==> config.mk <==
export PLATFORM = sky130hd
export DESIGN_NAME = gpcm_cell
export DESIGN_NICKNAME = d
export VERILOG_FILES = /design/src/hdl/gpcm_pkg.sv /design/src/hdl/gpcm_cell.sv
export SDC_FILE = /design/constraint.sdc
export NUM_CORES = 1
export LEC_CHECK = 0
export ABC_AREA = 1
export BUFFER_PORTS_ARGS = -buffer_cell sky130_fd_sc_hd__buf_2
export CAP_MARGIN = 0
export CORE_MARGIN = 4
export CORE_UTILIZATION = 60
export DETAILED_ROUTE_END_ITERATION = 10
export HOLD_SLACK_MARGIN = 0.05
export PLACE_DENSITY = 0.77
export SLEW_MARGIN = 20
export SYNTH_ARGS = -nofsm -noshare
export SYNTH_HDL_FRONTEND = slang
export SYNTH_SLANG_ARGS = --single-unit
==> constraint.sdc <==
create_clock -name clk -period 1.4 [get_ports clk]
set_input_delay 0.07 -clock clk [delete_from_list [all_inputs] [get_ports clk]]
set_output_delay 0.07 -clock clk [all_outputs]
set_load 0.1 [all_outputs]
==> src/hdl/gpcm_pkg.sv <==
package gpcm_pkg;

	localparam logic [1:0] OP_PAT_BYTE  = 2'd0;
	localparam logic [1:0] OP_PAT_END   = 2'd1;
	localparam logic [1:0] OP_TEXT_BYTE = 2'd2;
	localparam logic [1:0] OP_TEXT_END  = 2'd3;

	localparam logic [2:0] ST_OK           = 3'd0;
	localparam logic [2:0] ST_UNFIN_ESC    = 3'd1;
	localparam logic [2:0] ST_UNCLOSED     = 3'd2;
	localparam logic [2:0] ST_BAD_ESC      = 3'd3;
	localparam logic [2:0] ST_UNESC_SPEC   = 3'd4;
	localparam logic [2:0] ST_TOO_MANY     = 3'd5;
	localparam logic [2:0] ST_NO_PATTERN   = 3'd6;

	localparam logic [7:0] CH_STAR   = 8'h2A;
	localparam logic [7:0] CH_QUEST  = 8'h3F;
	localparam logic [7:0] CH_BSLASH = 8'h5C;
	localparam logic [7:0] CH_LBRACK = 8'h5B;
	localparam logic [7:0] CH_RBRACK = 8'h5D;

	// wide enough for a command index up to the largest table size
	localparam int CMD_IDX_W = 7;

	typedef enum logic [1:0] {
		PH_NORMAL,
		PH_ESC,
		PH_BLOCK,
		PH_BLOCK_ESC
	} phase_t;

	typedef struct packed {
		logic [1:0] op;
		logic [7:0] byte_value;
	} cmd_item_t;

	typedef struct packed {
		logic [2:0]  status;
		logic [15:0] error_location;
		logic        match_ready;
		logic        matched;
	} res_item_t;

	typedef struct packed {
		logic                 wr;
		logic [CMD_IDX_W-1:0] idx;
		logic                 open;
		logic                 many;
		logic                 fill;
		logic                 put;
		logic [7:0]           byte_value;
	} cell_wr_t;

	typedef struct packed {
		logic       clear;
		logic       step;
		logic [7:0] byte_value;
	} act_ctl_t;

	function automatic logic is_glob_meta(input logic [7:0] b);
		return (b == CH_STAR) || (b == CH_QUEST) || (b == CH_BSLASH) ||
			(b == CH_LBRACK) || (b == CH_RBRACK);
	endfunction

endpackage

==> src/hdl/gpcm_cell.sv <==
module gpcm_cell #(
	parameter int MY_INDEX = 0
) (
	input  logic               clk,
	input  logic               arst_n,
	input  gpcm_pkg::cell_wr_t cw,
	input  gpcm_pkg::act_ctl_t act,
	input  logic               used,
	input  logic               carry_in,
	input  logic               shift_in,
	output logic               closed,
	output logic               carry_out,
	output logic               shift_out
);

	localparam logic START_ACT = (MY_INDEX == 0);

	logic         many_q;
	logic         act_q;
	logic [255:0] set_q;
	logic [255:0] set_d;
	logic         mine;

	assign mine = cw.wr && (cw.idx == gpcm_pkg::CMD_IDX_W'(MY_INDEX));

	// closure of many-commands ripples in from the left neighbor
	assign closed    = act_q | carry_in;
	assign carry_out = closed & many_q & used;
	assign shift_out = closed & ~many_q & used & set_q[act.byte_value];

	always_comb begin
		set_d = set_q;
		if (cw.open) begin
			set_d = cw.fill ? '1 : '0;
		end
		if (cw.put) begin
			set_d[cw.byte_value] = 1'b1;
		end
	end

	always_ff @(posedge clk) begin
		if (mine) begin
			set_q <= set_d;
		end
	end

	always_ff @(posedge clk or negedge arst_n) begin
		if (!arst_n) begin
			many_q <= 1'b0;
			act_q  <= START_ACT;
		end else begin
			if (mine && cw.open) begin
				many_q <= cw.many;
			end
			if (act.clear) begin
				act_q <= START_ACT;
			end else if (act.step) begin
				act_q <= carry_out | shift_in;
			end
		end
	end

endmodule

Word level (Yosys, flattened, before mapping)
Index checks and enable logic that the tools add are counted.
{"block": "word_totals", "ff_bits": 258, "output_inout_bits": 3}
{"block": "classes", "n_lt_le_gt_ge": 3, "muxes": 9, "bitwise": 9, "reduce_logical": 5}
{"operator": "$mux 256", "n": 3}
{"operator": "$or 256x256->256", "n": 1}
{"operator": "$lt 8x9->1 const B", "n": 2}
{"operator": "$bmux 1 s8", "n": 1}
{"operator": "$demux 1 s8", "n": 1}
{"operator": "$ge 8x1->1 const B", "n": 1}
{"operator": "$logic_not 7->1", "n": 1}
{"operator": "$and 1x1->1", "n": 5}
{"operator": "$mux 1", "n": 4}
{"operator": "$logic_and 1x1->1", "n": 3}
{"operator": "$or 1x1->1", "n": 2}
{"operator": "$reduce_bool 2->1", "n": 1}
{"operator": "$not 1->1", "n": 1}

Logic depth before layout (Yosys ltp)
{"block": "logic_depth", "depth_word": 6, "ltp_mapped": 13, "ltp_nobuf": 11}

Least setup slack after synthesis
OpenSTA, ideal clock, no wires.
{"block": "synth_path", "path_type": "input-to-reg", "from": "input port cw[13] in the netlist's numbering", "to": "register many_q", "cell_stages": 5, "setup_ns": 0.144, "t_arrival_ns": 6.854, "slack_ns": -5.598, "required_ns": 1.256, "path_cell_list": "nor4_1 and3_1 nand2_1 nor2_1 a21oi_1"}
{"block": "synth_between", "elab_chain_cells": 3}
{"element": "start: declaration", "line_no": "gpcm_cell.sv:6", "source": "input gpcm_pkg::cell_wr_t cw,"}
{"element": "$logic_not 7->1", "line_no": "gpcm_cell.sv:24", "source": "assign mine = cw.wr && (cw.idx == gpcm_pkg::CMD_IDX_W'(MY_INDEX));"}
{"element": "$logic_and 1x1->1", "line_no": "gpcm_cell.sv:24"}
{"element": "$logic_and 1x1->1", "line_no": "gpcm_cell.sv:52", "source": "if (mine && cw.open) begin"}
{"element": "end signal: assignment", "line_no": "gpcm_cell.sv:53", "source": "many_q <= cw.many;"}
{"element": "end: declaration", "line_no": "gpcm_cell.sv:18", "source": "logic many_q;"}
Every way passes these cells.
A chain may end at the register's enable or synchronous reset.

Worst setup path in the final report
{"block": "layout_path", "from": "register set_q[70]", "to": "output port shift_out"}
{"block": "layout_between", "elab_chain_cells": 3}
{"element": "start: declaration", "line_no": "gpcm_cell.sv:20", "source": "logic [255:0] set_q;"}
{"element": "start signal: assignment", "line_no": "gpcm_cell.sv:43", "source": "set_q <= set_d;"}
{"element": "$bmux 1 s8", "line_no": "gpcm_cell.sv:29", "source": "assign shift_out = closed & ~many_q & used & set_q[act.byte_value];"}
{"element": "$mux 1 (not written as such)", "line_no": "gpcm_cell.sv:29"}
{"element": "$and 1x1->1", "line_no": "gpcm_cell.sv:29"}
{"element": "end: declaration", "line_no": "gpcm_cell.sv:13", "source": "output logic shift_out"}
Every way passes these cells. The select of a mux whose other input is x is not followed.

==> flow_metrics.env <==
export IMPL_yosysMostFrequentCell="nand2_1"
export IMPL_fin_util_pct=75.90
export IMPL_rr_worst_depth=8
export IMPL_peakVddDrop_uv=993.0
export IMPL_drive_above_1_share_pct=18.97
export IMPL_fin_skew_ns=0.001063
export IMPL_drv_cap=0
export IMPL_async_reset_ff_share_pct=0.7752
export IMPL_fillerInstances=1490
export IMPL_dr_pass1_iters=6
export IMPL_pwr_density_cell_nw_per_um2=1109
export IMPL_synth_common_cells="nand2_1 (303), a21oi_1 (258), edfxtp_1 (256)"
export IMPL_total_power_mw=18.60
export IMPL_path_cells="nand2_1 -> nand3_2 -> nand3_2 -> nand3_2 -> nand2_2 -> nand2_2 -> nand3_2 -> nand3_2 -> nand3b_1 -> a21oi_4 -> buf_12"
export IMPL_cpPeakStageDelay_ns=0.37
export IMPL_fin_crit_ns=2.265
export IMPL_hpwl_mm=24.60
export IMPL_numPortBuffers=37
export IMPL_viasPerCell=6.554
export IMPL_grt_overflow_total=0
export IMPL_multi_input_area_sq_um=5425
export IMPL_nets=1668
export IMPL_start_util_pct=61.82
export IMPL_row_count=54
export IMPL_clk_latency_ns=0.54
export IMPL_min_from="cw[2]"
export IMPL_drt_total_wl_mm=41.65
export IMPL_crit_buf_inv=1
export IMPL_worst_slew_pin_slew_ns=0.3929
export IMPL_crit_fanout=2
export IMPL_clock_root_buffer="clkbuf_16"
export IMPL_required_ns=1.33
export IMPL_rrSetupSlack_ns=0.07
export IMPL_grt_util_all_layers_pct=30.88
export IMPL_start_kind="flip-flop"
export IMPL_clk_path_buf_depth=3
export IMPL_syn_nets=1561
export IMPL_finalSetupViolations=3
export IMPL_critical_path_top_cell_by_count="nand3_2"
export IMPL_rsz0062_at_grt="yes"
export IMPL_grt_first_pass_wirelength_mm=63.97
export IMPL_core_area_sq_um=22090
export IMPL_fin_ws_ns=-0.8650
export IMPL_drc=0
export IMPL_die_area_sq_um=25240
export IMPL_syn_inst=1526
export IMPL_drtAntennaViolNets=0
export IMPL_violations="negative setup slack"
export IMPL_dpl_cell_area_sq_um=15260
export IMPL_yosys_area_top_type_share_pct=56.28
export IMPL_die_y_microns=158.9
export IMPL_cp_num_cells=11
export IMPL_critical_path_class="flip-flop to output port"
export IMPL_fin_crit_sh_pct=161.8
export IMPL_timing_fmax_mhz=441.5
export IMPL_critPathCaptureType="output port"
export IMPL_numCtsBuffers=28
export IMPL_vias=12690
export IMPL_fin_cells=1936
export IMPL_synthToLayoutAreaGrowth_pct=22.76
export IMPL_syn_area_per_cell_sq_um=8.951
export IMPL_wire_per_inst_microns=21.52
export IMPL_pre_cts_slack_ns=-0.6073
export IMPL_cts_clk_slew_worst_paths_ns=0.06
export IMPL_seq_area_sq_um=7739
export IMPL_synth_top_cell_by_area="edfxtp_1"
export IMPL_pin_count=38
export IMPL_p_leak_nw=6.083
export IMPL_drtIter0Drc=2036
export IMPL_worstReg2RegStart="act_q"
export IMPL_worst_hold_path_endpoint="set_q[252]"
export IMPL_seq_area_frac_synth_pct=56.65
export IMPL_synth_edf_count=256
export IMPL_syn_area_sq_um=13660
export IMPL_gp_congestion=0.9351
export IMPL_relSlewSlack_pct=73.71
export IMPL_place_inst=1851
export IMPL_final_area_sq_um=16770
export IMPL_htree_levels=1
export IMPL_synth_distinct_cells=21
export IMPL_antenna_found_initial=1
export IMPL_synth_area_leaders="edfxtp_1 (56%), a21oi_1 (9.5%), nand3_1 (9.3%), o21ai_0 (8.8%), nand2_1 (8.3%)"
export IMPL_synthFlopType="edfxtp_1"
export IMPL_whs_path_depth=3
export IMPL_critical_path_slowest_cell="edfxtp_1"
export IMPL_grt_pass1_vias=11850
export IMPL_timing_rr_end="act_q"
export IMPL_grt_max_degree=61
export IMPL_slew_violations=0
export IMPL_die_x_microns=158.9
export IMPL_synth_seq_cells=258
export IMPL_hold_viol_final=0
export IMPL_path_delay_family="simple AND/OR/NAND/NOR gates"
export IMPL_yosysWarnings=0
export IMPL_hold_class="input pin to flip-flop"
export IMPL_crit_arrival_ns=2.20
export IMPL_cts_tree="built"
export IMPL_cts_sinks=258
export IMPL_status="complete, but fails checks"
through the flow:
step	hold slack, ns	TNS (ns)
CTS	0.07802	-1.381
global placement	-0.1432	-1.334
floorplan	-0.2256	-324.73
finish	0.08738	-1.518
global route	0.1110	-1.597
detailed placement	-0.1412	-4.874
flip-flops by register name, indices dropped and copies added, names as in the netlist:
signal  flops
many_q      1
act_q       1
set_q     256
power by group:
group	internal [mW]	leakage, nW	switching, mW
sequential	8.53	2.33	0.0130
combinational	0.713	3.26	1.31
clock	4.92	0.493	3.11
total	14.2	6.08	4.43
area by class of cell:
type / instances / share of cell area [%]
Clock inverter: 18 / 1.268
Antenna cell: 1 / 0.01492
Multi-Input combinational cell: 1098 / 32.35
Sequential cell: 258 / 46.15
Inverter: 28 / 0.7462
Tap cell: 280 / 2.089
Clock buffer: 34 / 4.738
Timing Repair Buffer: 219 / 12.64
layer usage:
metal / wire, microns / track usage (%)
met1: 15750 / 43.30
met2: 20180 / 50.45
met3: 4511 / 4.821
met4: 1215 / 9.270
met5: 0 / 0
worst max path at each step:
| stage | start | endpoint | slack (ns) |
|---|---|---|---|
| final | set_q[70] | shift_out | -0.87 |
| after global routing | set_q[70] | shift_out | -0.87 |
| after CTS | set_q[64] | shift_out | -0.81 |
| after detailed placement | act[0] | shift_out | -0.61 |
| after global placement | act[0] | shift_out | -0.57 |
| after floorplan | cw[13] | many_q | -1.35 |
repair_timing:
item                       CTS  global route
pin swaps                   10            35
setup endpoints to repair    3             4
hold buffers                10             0
resized for setup           16            34
setup buffers                4            18
hold endpoints to repair     5             0
cell families after synthesis:
kind of cell	after synthesis	share of synthesized area [%]
DFF	258	56.65
buffers and inverters	170	5.652
AOI/OAI and AO/OA	515	19.16
and+or+nand+nor	583	18.53
tightest hold or removal path: stages:
cell and delay, ns:
buf_2 0.13, nand2_1 0.16, o31ai_1 0.10
cells in the final DEF, fill, tap and decap left out, types with 29 or more instances in the layout:
cell type	instances
a21oi_1	257
buf_2	33
nand2_1	299
nand3_1	210
nand3_2	42
edfxtp_1	256
clkbuf_16	29
buf_12	42
o21ai_0	240
buf_4	132
(Power assumes the default switching activity.)
