`src/hdl/gpcm_pkg.sv`:
```
package gpcm_pkg;

	localparam logic [1:0] OP_PAT_BYTE  = 2'd0;
	localparam logic [1:0] OP_PAT_END   = 2'd1;
	localparam logic [1:0] OP_TEXT_BYTE = 2'd2;
	localparam logic [1:0] OP_TEXT_END  = 2'd3;

	localparam logic [2:0] ST_OK           = 3'd0;
	localparam logic [2:0] ST_UNFIN_ESC    = 3'd1;
	localparam logic [2:0] ST_UNCLOSED     = 3'd2;
	localparam logic [2:0] ST_BAD_ESC      = 3'd3;
	localparam logic [2:0] ST_UNESC_SPEC   = 3'd4;
	localparam logic [2:0] ST_TOO_MANY     = 3'd5;
	localparam logic [2:0] ST_NO_PATTERN   = 3'd6;

	localparam logic [7:0] CH_STAR   = 8'h2A;
	localparam logic [7:0] CH_QUEST  = 8'h3F;
	localparam logic [7:0] CH_BSLASH = 8'h5C;
	localparam logic [7:0] CH_LBRACK = 8'h5B;
	localparam logic [7:0] CH_RBRACK = 8'h5D;

	// wide enough for a command index up to the largest table size
	localparam int CMD_IDX_W = 7;

	typedef enum logic [1:0] {
		PH_NORMAL,
		PH_ESC,
		PH_BLOCK,
		PH_BLOCK_ESC
	} phase_t;

	typedef struct packed {
		logic [1:0] op;
		logic [7:0] byte_value;
	} cmd_item_t;

	typedef struct packed {
		logic [2:0]  status;
		logic [15:0] error_location;
		logic        match_ready;
		logic        matched;
	} res_item_t;

	typedef struct packed {
		logic                 wr;
		logic [CMD_IDX_W-1:0] idx;
		logic                 open;
		logic                 many;
		logic                 fill;
		logic                 put;
		logic [7:0]           byte_value;
	} cell_wr_t;

	typedef struct packed {
		logic       clear;
		logic       step;
		logic [7:0] byte_value;
	} act_ctl_t;

	function automatic logic is_glob_meta(input logic [7:0] b);
		return (b == CH_STAR) || (b == CH_QUEST) || (b == CH_BSLASH) ||
			(b == CH_LBRACK) || (b == CH_RBRACK);
	endfunction

endpackage

```
`src/hdl/gpcm_compiler.sv`:
```
module gpcm_compiler #(
	parameter int MAX_CMDS       = 16,
	parameter int LOCATION_WIDTH = 16,
	parameter int TOT_W          = 5
) (
	input  logic                      clk,
	input  logic                      arst_n,
	input  logic                      take,
	input  gpcm_pkg::cmd_item_t       cmd,
	output gpcm_pkg::cell_wr_t        cw,
	output logic [2:0]                status_d,
	output logic [LOCATION_WIDTH-1:0] err_d,
	output logic [TOT_W-1:0]          total,
	output logic                      usable,
	output logic                      pat_clear
);

	gpcm_pkg::phase_t          phase_q, phase_d, ph;
	logic                      open_q, open_d;
	logic [TOT_W-1:0]          total_q, total_d, tot;
	logic [LOCATION_WIDTH-1:0] pos_q, pos_d, pos;
	logic [2:0]                status_q, st;
	logic [LOCATION_WIDTH-1:0] err_q, errv;
	logic                      pat_op;
	logic                      start;
	logic                      full;
	logic [7:0]                b;

	assign b      = cmd.byte_value;
	assign pat_op = (cmd.op == gpcm_pkg::OP_PAT_BYTE) || (cmd.op == gpcm_pkg::OP_PAT_END);
	assign start  = take && pat_op && !open_q;
	assign ph     = start ? gpcm_pkg::PH_NORMAL : phase_q;
	assign tot    = start ? '0 : total_q;
	assign pos    = start ? '0 : pos_q;
	assign st     = start ? gpcm_pkg::ST_OK : status_q;
	assign errv   = start ? '0 : err_q;
	assign full   = (tot >= TOT_W'(MAX_CMDS));

	assign total  = total_q;
	assign usable = !open_q && (status_q == gpcm_pkg::ST_OK);

	always_comb begin
		phase_d   = ph;
		open_d    = open_q;
		total_d   = tot;
		pos_d     = pos;
		status_d  = st;
		err_d     = errv;
		pat_clear = 1'b0;
		cw        = '0;
		cw.idx    = gpcm_pkg::CMD_IDX_W'(tot);
		cw.byte_value = b;
		if (take) begin
			case (cmd.op)
				gpcm_pkg::OP_PAT_BYTE: begin
					open_d    = 1'b1;
					pat_clear = start;
					if (st == gpcm_pkg::ST_OK) begin
						case (ph)
							gpcm_pkg::PH_NORMAL: begin
								if (b == gpcm_pkg::CH_BSLASH) begin
									phase_d = gpcm_pkg::PH_ESC;
								end else if (b == gpcm_pkg::CH_RBRACK) begin
									status_d = gpcm_pkg::ST_UNESC_SPEC;
									err_d    = pos;
								end else if (full) begin
									status_d = gpcm_pkg::ST_TOO_MANY;
									err_d    = pos;
								end else begin
									cw.wr   = 1'b1;
									cw.open = 1'b1;
									if (b == gpcm_pkg::CH_STAR) begin
										cw.many = 1'b1;
										total_d = tot + 1'b1;
									end else if (b == gpcm_pkg::CH_QUEST) begin
										cw.fill = 1'b1;
										total_d = tot + 1'b1;
									end else if (b == gpcm_pkg::CH_LBRACK) begin
										phase_d = gpcm_pkg::PH_BLOCK;
									end else begin
										cw.put  = 1'b1;
										total_d = tot + 1'b1;
									end
								end
							end
							gpcm_pkg::PH_ESC: begin
								if (!gpcm_pkg::is_glob_meta(b)) begin
									status_d = gpcm_pkg::ST_BAD_ESC;
									err_d    = pos;
								end else begin
									phase_d = gpcm_pkg::PH_NORMAL;
									if (full) begin
										status_d = gpcm_pkg::ST_TOO_MANY;
										err_d    = pos;
									end else begin
										cw.wr   = 1'b1;
										cw.open = 1'b1;
										cw.put  = 1'b1;
										total_d = tot + 1'b1;
									end
								end
							end
							gpcm_pkg::PH_BLOCK: begin
								if (b == gpcm_pkg::CH_RBRACK) begin
									total_d = tot + 1'b1;
									phase_d = gpcm_pkg::PH_NORMAL;
								end else if (b == gpcm_pkg::CH_BSLASH) begin
									phase_d = gpcm_pkg::PH_BLOCK_ESC;
								end else if (gpcm_pkg::is_glob_meta(b)) begin
									status_d = gpcm_pkg::ST_UNESC_SPEC;
									err_d    = pos;
								end else begin
									cw.wr  = 1'b1;
									cw.put = 1'b1;
								end
							end
							default: begin
								if (!gpcm_pkg::is_glob_meta(b)) begin
									status_d = gpcm_pkg::ST_BAD_ESC;
									err_d    = pos;
								end else begin
									cw.wr   = 1'b1;
									cw.put  = 1'b1;
									phase_d = gpcm_pkg::PH_BLOCK;
								end
							end
						endcase
						if (pos != '1) begin
							pos_d = pos + 1'b1;
						end
					end
				end
				gpcm_pkg::OP_PAT_END: begin
					open_d    = 1'b0;
					phase_d   = gpcm_pkg::PH_NORMAL;
					pat_clear = 1'b1;
					if (st == gpcm_pkg::ST_OK) begin
						if ((ph == gpcm_pkg::PH_ESC) || (ph == gpcm_pkg::PH_BLOCK_ESC)) begin
							status_d = gpcm_pkg::ST_UNFIN_ESC;
							err_d    = pos;
						end else if (ph == gpcm_pkg::PH_BLOCK) begin
							status_d = gpcm_pkg::ST_UNCLOSED;
							err_d    = pos;
						end
					end
				end
				default: begin
				end
			endcase
		end
	end

	always_ff @(posedge clk or negedge arst_n) begin
		if (!arst_n) begin
			phase_q  <= gpcm_pkg::PH_NORMAL;
			open_q   <= 1'b0;
			total_q  <= '0;
			pos_q    <= '0;
			status_q <= gpcm_pkg::ST_NO_PATTERN;
			err_q    <= '0;
		end else begin
			phase_q  <= phase_d;
			open_q   <= open_d;
			total_q  <= total_d;
			pos_q    <= pos_d;
			status_q <= status_d;
			err_q    <= err_d;
		end
	end

endmodule

```
`config.mk`:
```
export PLATFORM = sky130hd
export DESIGN_NAME = gpcm_compiler
export DESIGN_NICKNAME = d
export VERILOG_FILES = /design/src/hdl/gpcm_pkg.sv /design/src/hdl/gpcm_compiler.sv
export SDC_FILE = /design/constraint.sdc
export NUM_CORES = 1
export LEC_CHECK = 0
export BUFFER_PORTS_ARGS = -buffer_cell sky130_fd_sc_hd__buf_2
export CAP_MARGIN = 15
export CELL_PAD_IN_SITES_DETAIL_PLACEMENT = 0
export CELL_PAD_IN_SITES_GLOBAL_PLACEMENT = 2
export CORE_MARGIN = 4
export CORE_UTILIZATION = 33
export DETAILED_ROUTE_END_ITERATION = 10
export PLACE_DENSITY_LB_ADDON = 0.1
export SLEW_MARGIN = 20
export SYNTH_ARGS = -nofsm -noshare
export SYNTH_HDL_FRONTEND = slang
export SYNTH_SLANG_ARGS = --single-unit
export TNS_END_PERCENT = 30
```
`constraint.sdc`:
```
create_clock -name clk -period 3.7 [get_ports clk]
set_input_delay 0.185 -clock clk [delete_from_list [all_inputs] [get_ports clk]]
set_output_delay 0.185 -clock clk [all_outputs]
set_load 0.005 [all_outputs]
```
**Yosys cells after proc, flatten, opt, wreduce, memory -nomap -nowiden**

Index checks and enable logic that the tools add are counted.

- Output and inout bits: 46
- Bits in registers: 43
- Logic and storage cells: 130
- Input port bits: 13

- Add/subtract/negate cells: 2
- $lt $le $gt $ge: 1
- Reduce and logical (&&, ||, !) cells: 16
- Eq/ne operators: 10
- Muxes and demuxes: 95

Operators with widths:

| operator | number |
|---|---|
| $mux 16 | 19 |
| $mux 5 | 13 |
| $pmux 16 s3 | 1 |
| $mux 3 | 14 |
| $pmux 16 s2 | 1 |
| $mux 2 | 15 |
| $eq 8x7->1 const B | 3 |
| $mux 4 | 6 |
| $add 16x1->16 const B | 1 |
| $eq 8x6->1 const B | 2 |
| $mux 1 | 16 |
| $ne 16x16->1 const B | 1 |
| $pmux 5 s3 | 1 |
| $pmux 3 s3 | 1 |
| $logic_not 3->1 | 2 |
| $logic_or 1x1->1 | 6 |
| $pmux 1 s2 | 3 |
| $pmux 1 s3 | 2 |
| $pmux 2 s3 | 1 |
| $pmux 3 s2 | 1 |
| $add 5x1->5 const B | 1 |
| $ge 5x5->1 const B | 1 |
| $eq 2x1->1 const B | 2 |
| $eq 2x2->1 const B | 2 |
| other kinds (6) | 9 |

**Longest topological paths before layout**

Gate-level depths: netlist (run 1).

- Word-level depth: 16
- Gate-level depth with buffers: 13

**Worst setup path after synthesis (run 1)**

Ideal clock, no wire load.

- Kind: register to register
- From: register open_q
- To: register pos_q[13]
- Clock period less this slack: 2.702 ns
- Stages on the path, launching flop included: 12
- Data required time: 3.568 ns
- Arrival time: 2.570 ns
- Library setup time: 0.132 ns
- Path slack: 0.998 ns
- Cells stage by stage: dfrtp_1 > or3b_1 > clkbuf_1 > buf_2 > clkbuf_1 > and2_1 > ha_1 > and3_1 > a2111oi_2 > nand3_1 > xor2_1 > nor2_1

- Word-level cells in the longest chain between the ends: 8
- Elaborated cells between the ends (all ways): 11
- Classes of those cells: add/sub: 1; eq/ne: 1; mux: 6; reduce/logical: 3

Ends and longest elaborated chain:

| item | RTL line | RTL |
|---|---|---|
| from (decl) | gpcm_compiler.sv:19 | `logic open_q, open_d;` |
| from (signal assigned) | gpcm_compiler.sv:163 | `open_q <= open_d;` |
| $logic_not 1->1 * | gpcm_compiler.sv:31 | `assign start = take && pat_op && !open_q;` |
| $logic_and 1x1->1 * | gpcm_compiler.sv:31 |  |
| $mux 16 | gpcm_compiler.sv:34 | `assign pos = start ? '0 : pos_q;` |
| $add 16x1->16 or $ne 16x16->1 (tied branches) | gpcm_compiler.sv:129, gpcm_compiler.sv:128 |  |
| $mux 16 | gpcm_compiler.sv:128 | `if (pos != '1) begin` |
| $mux 16 | gpcm_compiler.sv:58 | `if (st == gpcm_pkg::ST_OK) begin` |
| $mux 16 | gpcm_compiler.sv:54 | `case (cmd.op)` |
| $mux 16 * | gpcm_compiler.sv:53 | `if (take) begin` |
| named net pos_d[13] | gpcm_compiler.sv:21 | `logic [LOCATION_WIDTH-1:0] pos_q, pos_d, pos;` |
| to (signal assigned) | gpcm_compiler.sv:165 | `pos_q <= pos_d;` |
| to (decl) | gpcm_compiler.sv:21 |  |

Mark *: on every way through the listed nets, which the timed path passes. The rest lies on a longest branch.
A chain may end at the register's enable or synchronous reset.

**Final worst setup path (run 1)**

- From: register open_q
- To: output port err_d[14]

- Word-level cells in the longest chain between the ends: 11
- Elaborated cells between the ends (all ways): 29
- Classes of those cells: order compare: 1; eq/ne: 3; mux: 20; reduce/logical: 5

Ends and longest elaborated chain:

| item | RTL line | RTL |
|---|---|---|
| $logic_not 1->1 * | gpcm_compiler.sv:31 |  |
| $logic_and 1x1->1 * | gpcm_compiler.sv:31 |  |
| $mux 5 | gpcm_compiler.sv:33 | `assign tot = start ? '0 : total_q;` |
| $ge 5x5->1 | gpcm_compiler.sv:37 | `assign full = (tot >= TOT_W'(MAX_CMDS));` |
| $mux 16 | gpcm_compiler.sv:66, gpcm_compiler.sv:92 |  |
| $mux 16 | gpcm_compiler.sv:63 | `end else if (b == gpcm_pkg::CH_RBRACK) begin` |
| $mux 16 | gpcm_compiler.sv:61 | `if (b == gpcm_pkg::CH_BSLASH) begin` |
| $pmux 16 s3 | gpcm_compiler.sv:59 | `case (ph)` |
| $mux 16 | gpcm_compiler.sv:58 |  |
| $pmux 16 s2 | gpcm_compiler.sv:54 |  |
| $mux 16 * | gpcm_compiler.sv:53 |  |
| to (decl) | gpcm_compiler.sv:12 | `output logic [LOCATION_WIDTH-1:0] err_d,` |

Mark *: on every way between the ends. The rest lies on a longest branch, timed or not.

==> results_dict.tcl, run 1 <==
set metrics [dict create \
    drv_cap 0 \
    die_h_um 113 \
    finalHoldViolCount 0 \
    r2r_start "open_q" \
    preCtsSetupSlack_ns 0.757 \
    worstSkewPairLatency_ns 0.31 \
    r2r_cells 8 \
    p_total_mw 1.47 \
    cts_tree "yes" \
    worst_slack_ns 0.467 \
    synth.most_common_cell "nand2_1" \
    viasPerCell 5.83 \
    core_area_um2 10500 \
    power_frac_clock 0.234 \
    netlist-cell-type-count 68 \
    period_minus_slack_ns 3.23 \
    ir_drop_mv 0.186 \
    hpwl_um 9530 \
    diodes 0 \
    clk_path_buf_depth 2 \
    swShare 0.403 \
    drc 0 \
    grt_busiest_layer "met2" \
    max_freq_ghz 0.309 \
    nets 520 \
    clk_pin_slew_ns 0.09 \
    areaGrowthSynthToFinish_pct 13.4 \
    synth.avg_cell_area_um2 7.83 \
    worst_setup_path_start_kind "flip-flop" \
    die_w_um 113 \
    cts.repair.resized 0 \
    gr-total-overflow 0 \
    power_density_nw_per_um2 358 \
    crit_fanout 17 \
    synth-edff-count 0 \
    timing.rr.end "pos_q[13]" \
    first_pass_iters 5 \
    syn_area_um2 3620 \
    post_cts_buffers 0 \
    worstMarginPinSlew_ns 0.794 \
    grt_pass1_wl_um 21000 \
    critPathKind "flip-flop to primary output" \
    h-tree-depth 2 \
    rrSetupSlack_ns 0.71 \
    min_period_over_period 0.874 \
    yosys_warnings 0 \
    seq_power_share 0.396 \
    grt_pass1_vias 3673 \
    critPathArrivalTime_ns 3.05 \
    final.setup.tns_ns 0 \
    hold_path.class "input port to asynchronous set/reset pin" \
    grt_start_max_net_pins 30 \
    switchingPower_uw 592 \
    clockRootBuffer "clkbuf_8" \
    grt_usage 0.206 \
    synth_top_area_cell "dfrtp_1" \
    wl_um 12700 \
    ys_ff_latch 43 \
    grt_use_met2 0.314 \
    synthCells 462 \
    ant_nets 0 \
    grt_use_met3 0.0353 \
    dieArea_um2 12700 \
    p_int_uw 877 \
    slew-limit-headroom 0.470 \
    setup_violations 0 \
    antenna_found_initial 0 \
    synth.top_cell.area_share 0.283 \
    critPathCaptureType "primary output" \
    finClkSkew_ns 0.00654 \
    n_fill_cell 1109 \
    rsz0062_at_grt "false" \
    drt_iter0_drc 351 \
    p_leak_nw 1.80 \
    synth_top_cells_by_count "nand2_1, nor2_1, dfrtp_1" \
    synth_area_leaders "dfrtp_1, nand2_1, o21ai_0" \
    worstPathRequired_ns 3.51 \
    synth-seq-area-share 0.298 \
    numCtsBuffers 5 \
    cts_hold_buf 1 \
    combPwrFrac 0.370 \
    gp_congestion 0.850 \
    cts_sinks 43 \
    drive_above_1_share 0.196 \
    met1_usage 0.308 \
    wl_per_cell_um 19.9 \
    rows 37 \
    ios 59 \
    ys.flop_type "dfrtp_1" \
    drv_slew 0 \
    start_util 0.344 \
    status "finished, final reports clean" \
    vias 3746 \
    io_buffers 56 \
    synthArstFlopShare 1.00 \
]
-- per-layer routing --
metal / part of all wire / vias to the layer above
met3: 0.060 / 9
met2: 0.45 / 122
met5: 0 / -
met1: 0.48 / 1820
met4: 0.0095 / 0
li1: - / 1795
-- area by class of cell --
| cell class | instances | area (um^2) | area share |
|---|---|---|---|
| Clock inverter | 2 | 16.3 | 0.00396 |
| Inverter | 8 | 30.0 | 0.00731 |
| Clock buffer | 6 | 82.6 | 0.0201 |
| Sequential cell | 43 | 1080 | 0.263 |
| Tap cell | 136 | 170 | 0.0414 |
| Multi-Input combinational cell | 376 | 2330 | 0.568 |
| Timing Repair Buffer | 71 | 395 | 0.0963 |
-- state kept, by name, indices dropped and copies added (netlist names) --
register	count
err_q	16
open_q	1
phase_q	2
pos_q	16
status_q	3
total	5
-- cell usage in the layout (no fill, tap or decap), types with 3 or more instances in the layout --
master / Yosys / layout
nor3_1: 11 / 11
a221oi_1: 7 / 7
nand2b_1: 3 / 3
nor2b_1: 5 / 5
buf_2: 4 / 56
dfrtp_1: 41 / 41
o22ai_1: 5 / 5
o21ai_1: 7 / 7
a22oi_1: 8 / 8
buf_4: 11 / 14
nand2_1: 57 / 57
o221ai_1: 8 / 8
nor4_1: 3 / 3
and3_1: 12 / 12
nand4_1: 6 / 6
mux2i_1: 19 / 19
nand3_1: 18 / 18
xor2_1: 13 / 13
nor2_1: 42 / 42
clkbuf_8: 0 / 6
a21oi_1: 31 / 31
a41oi_1: 3 / 3
mux2_2: 5 / 5
and2_1: 8 / 8
o21ai_0: 40 / 40
a31oi_1: 10 / 10
inv_1: 8 / 8
or3_1: 4 / 4
-- worst max-delay path: stages (launching register included) --
cell and delay, ns:
dfrtp_1 0.51, or3b_1 0.68, nand2_1 0.36, o22a_1 0.31, o21ai_0 0.12, o41ai_1 0.39, a32oi_1 0.18, buf_2 0.17
-- cell families (layout without fill, tap and decap cells) --
kind of cell / count (synthesis) / in the layout / share of synthesized area
and+or+nand+nor: 180 / 180 / 0.240
AOI/OAI and AO/OA: 152 / 152 / 0.287
buffers and inverters: 44 / 87 / 0.0584
DFF: 43 / 43 / 0.298
muxes: 25 / 25 / 0.0722
xor gates and xnor gates: 15 / 15 / 0.0363
adders and majority gates: 2 / 2 / 0.00691
other: 1 / 2 / 0.00104
-- power by group through the flow --
| stage | Combinational (mW) | Clock (mW) | Sequential, mW |
|---|---|---|---|
| 6_report | 0.544 | 0.344 | 0.582 |
| 5_1_grt | 0.611 | 0.377 | 0.593 |
| 4_1_cts | 0.545 | 0.354 | 0.580 |
| 3_5_place_dp | 0.542 | 0 | 0.589 |
| 3_3_place_gp | 0.544 | 0 | 0.589 |
| 2_1_floorplan | 0.369 | 0 | 0.561 |
-- per-stage QoR --
stage	cells	hold slack [ns]	area, um^2	utilization
2_1_floorplan	463	-0.111	3620	-
3_3_place_gp	633	0.138	4000	0.380
6_report	642	0.323	4110	0.391
5_1_grt	642	0.357	4110	0.391
3_5_place_dp	633	0.145	4000	0.380
4_1_cts	642	0.340	4110	0.391
-- worst max path at each step --
stage / startpoint / end / slack, ns
after floorplan: open_q / pos_q[13] / 1.0
after global placement: open_q / pos_q[13] / 0.76
after detailed placement: open_q / pos_q[13] / 0.76
after CTS: open_q / err_d[14] / 0.43
after global routing: open_q / err_d[14] / 0.22
final: open_q / err_d[14] / 0.47
Note: power is estimated with default switching activity, not from simulation.
==> run 2: changes to the inputs <==
--- a/config.mk
+++ b/config.mk
@@ -5,15 +5,15 @@
 export SDC_FILE = /design/constraint.sdc
 export NUM_CORES = 1
 export LEC_CHECK = 0
-export BUFFER_PORTS_ARGS = -buffer_cell sky130_fd_sc_hd__buf_2
 export CAP_MARGIN = 15
 export CELL_PAD_IN_SITES_DETAIL_PLACEMENT = 0
 export CELL_PAD_IN_SITES_GLOBAL_PLACEMENT = 2
 export CORE_MARGIN = 4
-export CORE_UTILIZATION = 33
+export CORE_UTILIZATION = 25
 export DETAILED_ROUTE_END_ITERATION = 10
+export DONT_BUFFER_PORTS = 1
 export PLACE_DENSITY_LB_ADDON = 0.1
-export SLEW_MARGIN = 20
+export SLEW_MARGIN = 10
 export SYNTH_ARGS = -nofsm -noshare
 export SYNTH_HDL_FRONTEND = slang
 export SYNTH_SLANG_ARGS = --single-unit
==> results_dict.tcl, run 2 (synthesized netlist as in run 1, its figures left out) <==
set metrics [dict create \
    clk_path_buf_depth 2 \
    critPathTopFamily "simple AND/OR/NAND/NOR gates" \
    numCtsBuffers 5 \
    worstPathRequired_ns 3.51 \
    ir_drop_mv 0.159 \
    swShare 0.386 \
    grt_start_max_net_pins 44 \
    cts.repair.resized 0 \
    max_freq_ghz 0.317 \
    p_int_uw 966 \
    dieArea_um2 16500 \
    start_util 0.258 \
    preCtsSetupSlack_ns 0.730 \
    vias 3549 \
    min_period_over_period 0.852 \
    areaGrowthSynthToFinish_pct 10.3 \
    die_w_um 128 \
    clk_pin_slew_ns 0.07 \
    clockRootBuffer "clkbuf_16" \
    wl_met2_um 6210 \
    grt_pass1_wl_um 22000 \
    cp_cell_sequence "or3b_1 -> nand2_1 -> or2_0 -> nor2_1 -> or3b_1 -> o21ai_1 -> a22oi_1" \
    viasPerCell 5.60 \
    core_area_um2 14000 \
    holdWs_ns 0.121 \
    finClkSkew_ns 0.00628 \
    final_cell_mix "nand2_1, nor2_1, dfrtp_1, o21ai_0, a21oi_1" \
    cpMostUsedCell "or3b_1" \
    h-tree-depth 2 \
    seq_power_share 0.373 \
    setup_violations 0 \
    worstSkewPairLatency_ns 0.30 \
    gp_congestion 0.828 \
    status "finished, final reports clean" \
    cts_sinks 43 \
    io_buffers 0 \
    p_total_mw 1.57 \
    hpwl_um 10300 \
    worst_slack_ns 0.546 \
    worstMarginPinSlew_ns 0.850 \
    worst_setup_path_start_kind "flip-flop" \
    rows 43 \
    max_stage_delay_ns 0.67 \
    period_minus_slack_ns 3.15 \
    first_pass_iters 5 \
    slew-limit-headroom 0.432 \
    topRoutingLayerUsed "met4" \
    grt_pass1_vias 3586 \
    cts_tree "yes" \
    critPathKind "flip-flop to primary output" \
    hold_path.class "input port to flip-flop" \
    diodes 0 \
    drive_above_1_share 0.104 \
    die_h_um 128 \
    antenna_found_initial 0 \
    nets 468 \
    final.setup.tns_ns 0 \
    drc 0 \
    ios 59 \
    met1_length_um 6810 \
    critPathCaptureType "primary output" \
    gr-total-overflow 0 \
    place_area_um2 3800 \
    switchingPower_uw 607 \
    critPathArrivalTime_ns 2.97 \
    wl_per_cell_um 22.0 \
    rsz0062_at_grt "false" \
    p_leak_nw 1.58 \
    drv_slew 0 \
    finalHoldViolCount 0 \
    cp_num_buf_inv 0 \
    drt_iter0_drc 270 \
    ant_nets 0 \
    power_frac_clock 0.308 \
    layout_commonest_cell "nand2_1" \
    crit_slowest_cell "or3b_1" \
    wl_um 14000 \
    crit_fanout 12 \
    final_area_um2 3990 \
    combPwrFrac 0.320 \
    grt_usage 0.173 \
    power_density_nw_per_um2 394 \
    drv_cap 0 \
    met3_length_um 706 \
]
[run 2: what timing repair did]
| action | 4_1_cts | 5_1_grt |
|---|---|---|
| setup buffers | 0 | 0 |
| hold buffers | 2 | 0 |
| endpoints found under the hold margin | 43 | 0 |
[run 2: metrics by stage]
stage | util | std cells
floorplan | - | 463
global placement | 0.271 | 624
detailed placement | 0.271 | 624
CTS | 0.284 | 634
global route | 0.284 | 634
finish | 0.284 | 634
[run 2: worst paths after layout]
check / startpoint / to / slack, ns / depth (start not counted)
max: open_q / err_d[10] / 0.55 / 7
min reg2reg: phase_q[0] / phase_q[0] / 0.58 / 1
min: cmd[8] / phase_q[1] / 0.12 / 2
max in group asynchronous: arst_n / status_q[2] / 3.07 / 2
max reg2reg: open_q / pos_q[13] / 0.73 / 8
min in group asynchronous: arst_n / phase_q[1] / 0.38 / 2
[run 2: cell type report]
cell class | instances | area, um^2
sequential | 43 | 1080
inverter | 8 | 30.0
timing repair buffer | 19 | 165
clock inverter | 2 | 16.3
multi-input combinational | 376 | 2340
fill | 1533 | 10000
tap | 180 | 225
clock buffer | 6 | 139
[run 2: metal layers]
layer / GRT usage / vias up
met1: 0.247 / 1756
met2: 0.264 / 97
met5: 0 / -
met3: 0.0423 / 13
li1: - / 1683
met4: 0.0393 / 0
[run 2: power groups by stage]
stage          registers (mW)  clock network (mW)  logic (mW)
2_1_floorplan           0.561                   0       0.369
3_3_place_gp            0.594                   0       0.496
3_5_place_dp            0.592                   0       0.490
4_1_cts                 0.584               0.504       0.508
5_1_grt                 0.594               0.522       0.566
6_report                0.587               0.484       0.503
==> run 3: changes to the inputs <==
--- a/config.mk
+++ b/config.mk
@@ -8,6 +8,7 @@
 export CAP_MARGIN = 15
 export CELL_PAD_IN_SITES_DETAIL_PLACEMENT = 0
 export CELL_PAD_IN_SITES_GLOBAL_PLACEMENT = 2
+export CORE_ASPECT_RATIO = 1.75
 export CORE_MARGIN = 4
 export CORE_UTILIZATION = 25
 export DETAILED_ROUTE_END_ITERATION = 10
==> constraint.sdc (replaced) <==
create_clock -name clk -period 3.8 [get_ports clk]
set_input_delay 0.19 -clock clk [delete_from_list [all_inputs] [get_ports clk]]
set_output_delay 0.19 -clock clk [all_outputs]
set_load 0.005 [all_outputs]
==> results_dict.tcl, run 3 (synthesized netlist as in run 1, its figures left out) <==
set metrics [dict create \
    critPathCaptureType "primary output" \
    worstSkewPairLatency_ns 0.29 \
    setup_violations 0 \
    numCtsBuffers 5 \
    areaGrowthSynthToFinish_pct 8.95 \
    multiInputGateArea_um2 2340 \
    worstPathRequired_ns 3.61 \
    layoutNonFillerInstCount 626 \
    gp_congestion 0.819 \
    critPathArrivalTime_ns 3.13 \
    ios 59 \
    finalHoldViolCount 0 \
    crit_fanout 23 \
    layout_commonest_cell "nand2_1" \
    post_cts_buffers 0 \
    switchingPower_uw 604 \
    critPathKind "flip-flop to primary output" \
    worstMarginPinSlew_ns 0.835 \
    cts_tree "yes" \
    swShare 0.397 \
    rsz0062_at_grt "false" \
    hold_path.class "input port to flip-flop" \
    final_area_um2 3940 \
    ir_drop_mv 0.212 \
    final.setup.tns_ns 0 \
    rows 57 \
    gr-total-overflow 0 \
    power_density_nw_per_um2 386 \
    first_pass_iters 5 \
    die_h_um 167 \
    h-tree-depth 2 \
    viasPerCell 5.71 \
    period_minus_slack_ns 3.32 \
    p_leak_nw 1.56 \
    diodes 0 \
    cts_sinks 43 \
    combPwrFrac 0.332 \
    grt_usage 0.183 \
    power_frac_clock 0.289 \
    hpwl_um 11200 \
    ff_latch_area_um2 1080 \
    drt_iter0_drc 218 \
    drv_slew 0 \
    grt_pass1_wl_um 23100 \
    wl_um 15100 \
    io_buffers 0 \
    wl_per_cell_um 24.1 \
    placedCellCount 617 \
    finClkSkew_ns 0.00583 \
    worst_setup_path_start_kind "flip-flop" \
    seq_power_share 0.378 \
    die_w_um 99.0 \
    min_period_over_period 0.873 \
    grt_start_max_net_pins 44 \
    grt_pass1_vias 3655 \
    p_int_uw 918 \
    antenna_found_initial 0 \
    dieArea_um2 16500 \
    place_area_um2 3770 \
    max_freq_ghz 0.301 \
    clk_path_buf_depth 2 \
    nets 464 \
    rrSetupSlack_ns 0.79 \
    ant_nets 0 \
    slew-limit-headroom 0.443 \
    final_cell_mix "nand2_1, nor2_1, dfrtp_1, o21ai_0, a21oi_1" \
    clockRootBuffer "clkbuf_16" \
    status "finished, final reports clean" \
    drv_cap 0 \
    start_util 0.258 \
    drc 0 \
    clk_pin_slew_ns 0.06 \
    vias 3577 \
    n_fill_cell 1534 \
    core_area_um2 14000 \
    drive_above_1_share 0.0935 \
]
## run 3: cell types whose count changed in the layout (fill, tap and decap cells not counted), sizes merged
cell / delta
clkinvlp: -1
clkbuf: -1
clkinv: +1
buf: -4
## run 3: power groups by stage
stage	Sequential [mW]	Clock, mW	Combinational, mW
final	0.576	0.440	0.506
after global routing	0.583	0.473	0.556
after CTS	0.575	0.461	0.510
after detailed placement	0.583	0	0.492
after global placement	0.583	0	0.495
after floorplan	0.546	0	0.359
## run 3: final cells by class
cell class                      count  share of cell area
Clock inverter                      2             0.00349
Multi-Input combinational cell    376               0.593
Tap cell                          177              0.0562
Timing Repair Buffer               15              0.0343
Sequential cell                    43               0.273
Inverter                            8             0.00761
Clock buffer                        5              0.0317
## run 3: repair_timing
item | CTS | global route
setup endpoints to repair | 0 | 0
hold buffers | 2 | 0
hold endpoints to repair | 43 | 0
resized for setup | 0 | 0
## run 3: critical path: stages (launching register included)
cell and delay, ns:
dfrtp_1 0.52, or3b_1 0.56, buf_4 0.28, nand2_1 0.31, o22a_1 0.33, o21ai_0 0.13
o41ai_1 0.48, a32oi_1 0.22
## run 3: final timing paths
| kind | from | endpoint | depth (start not counted) |
|---|---|---|---|
| max | open_q | err_d[14] | 7 |
| min | cmd[8] | phase_q[1] | 2 |
| max reg2reg | open_q | err_q[14] | 7 |
| min reg2reg | status_q[1] | status_q[1] | 2 |
| max in group asynchronous | arst_n | status_q[1] | 2 |
| min in group asynchronous | arst_n | total[0] | 2 |
## run 3: per-stage QoR
stage / setup WS (ns) / hold WS, ns / power [mW] / utilization
6_report: 0.482 / 0.148 / 1.52 / 0.281
5_1_grt: 0.333 / 0.148 / 1.61 / 0.281
2_1_floorplan: 1.10 / -0.106 / 0.905 / -
3_3_place_gp: 0.833 / -0.104 / 1.08 / 0.268
3_5_place_dp: 0.813 / -0.104 / 1.08 / 0.268
4_1_cts: 0.494 / 0.145 / 1.55 / 0.281
## run 3: layer usage
metal,GRT usage,share of wire,vias up
met5,0,0,-
met4,0.0713,0.033,0
met3,0.0254,0.036,23
met2,0.344,0.55,102
met1,0.203,0.38,1774
li1,-,-,1678
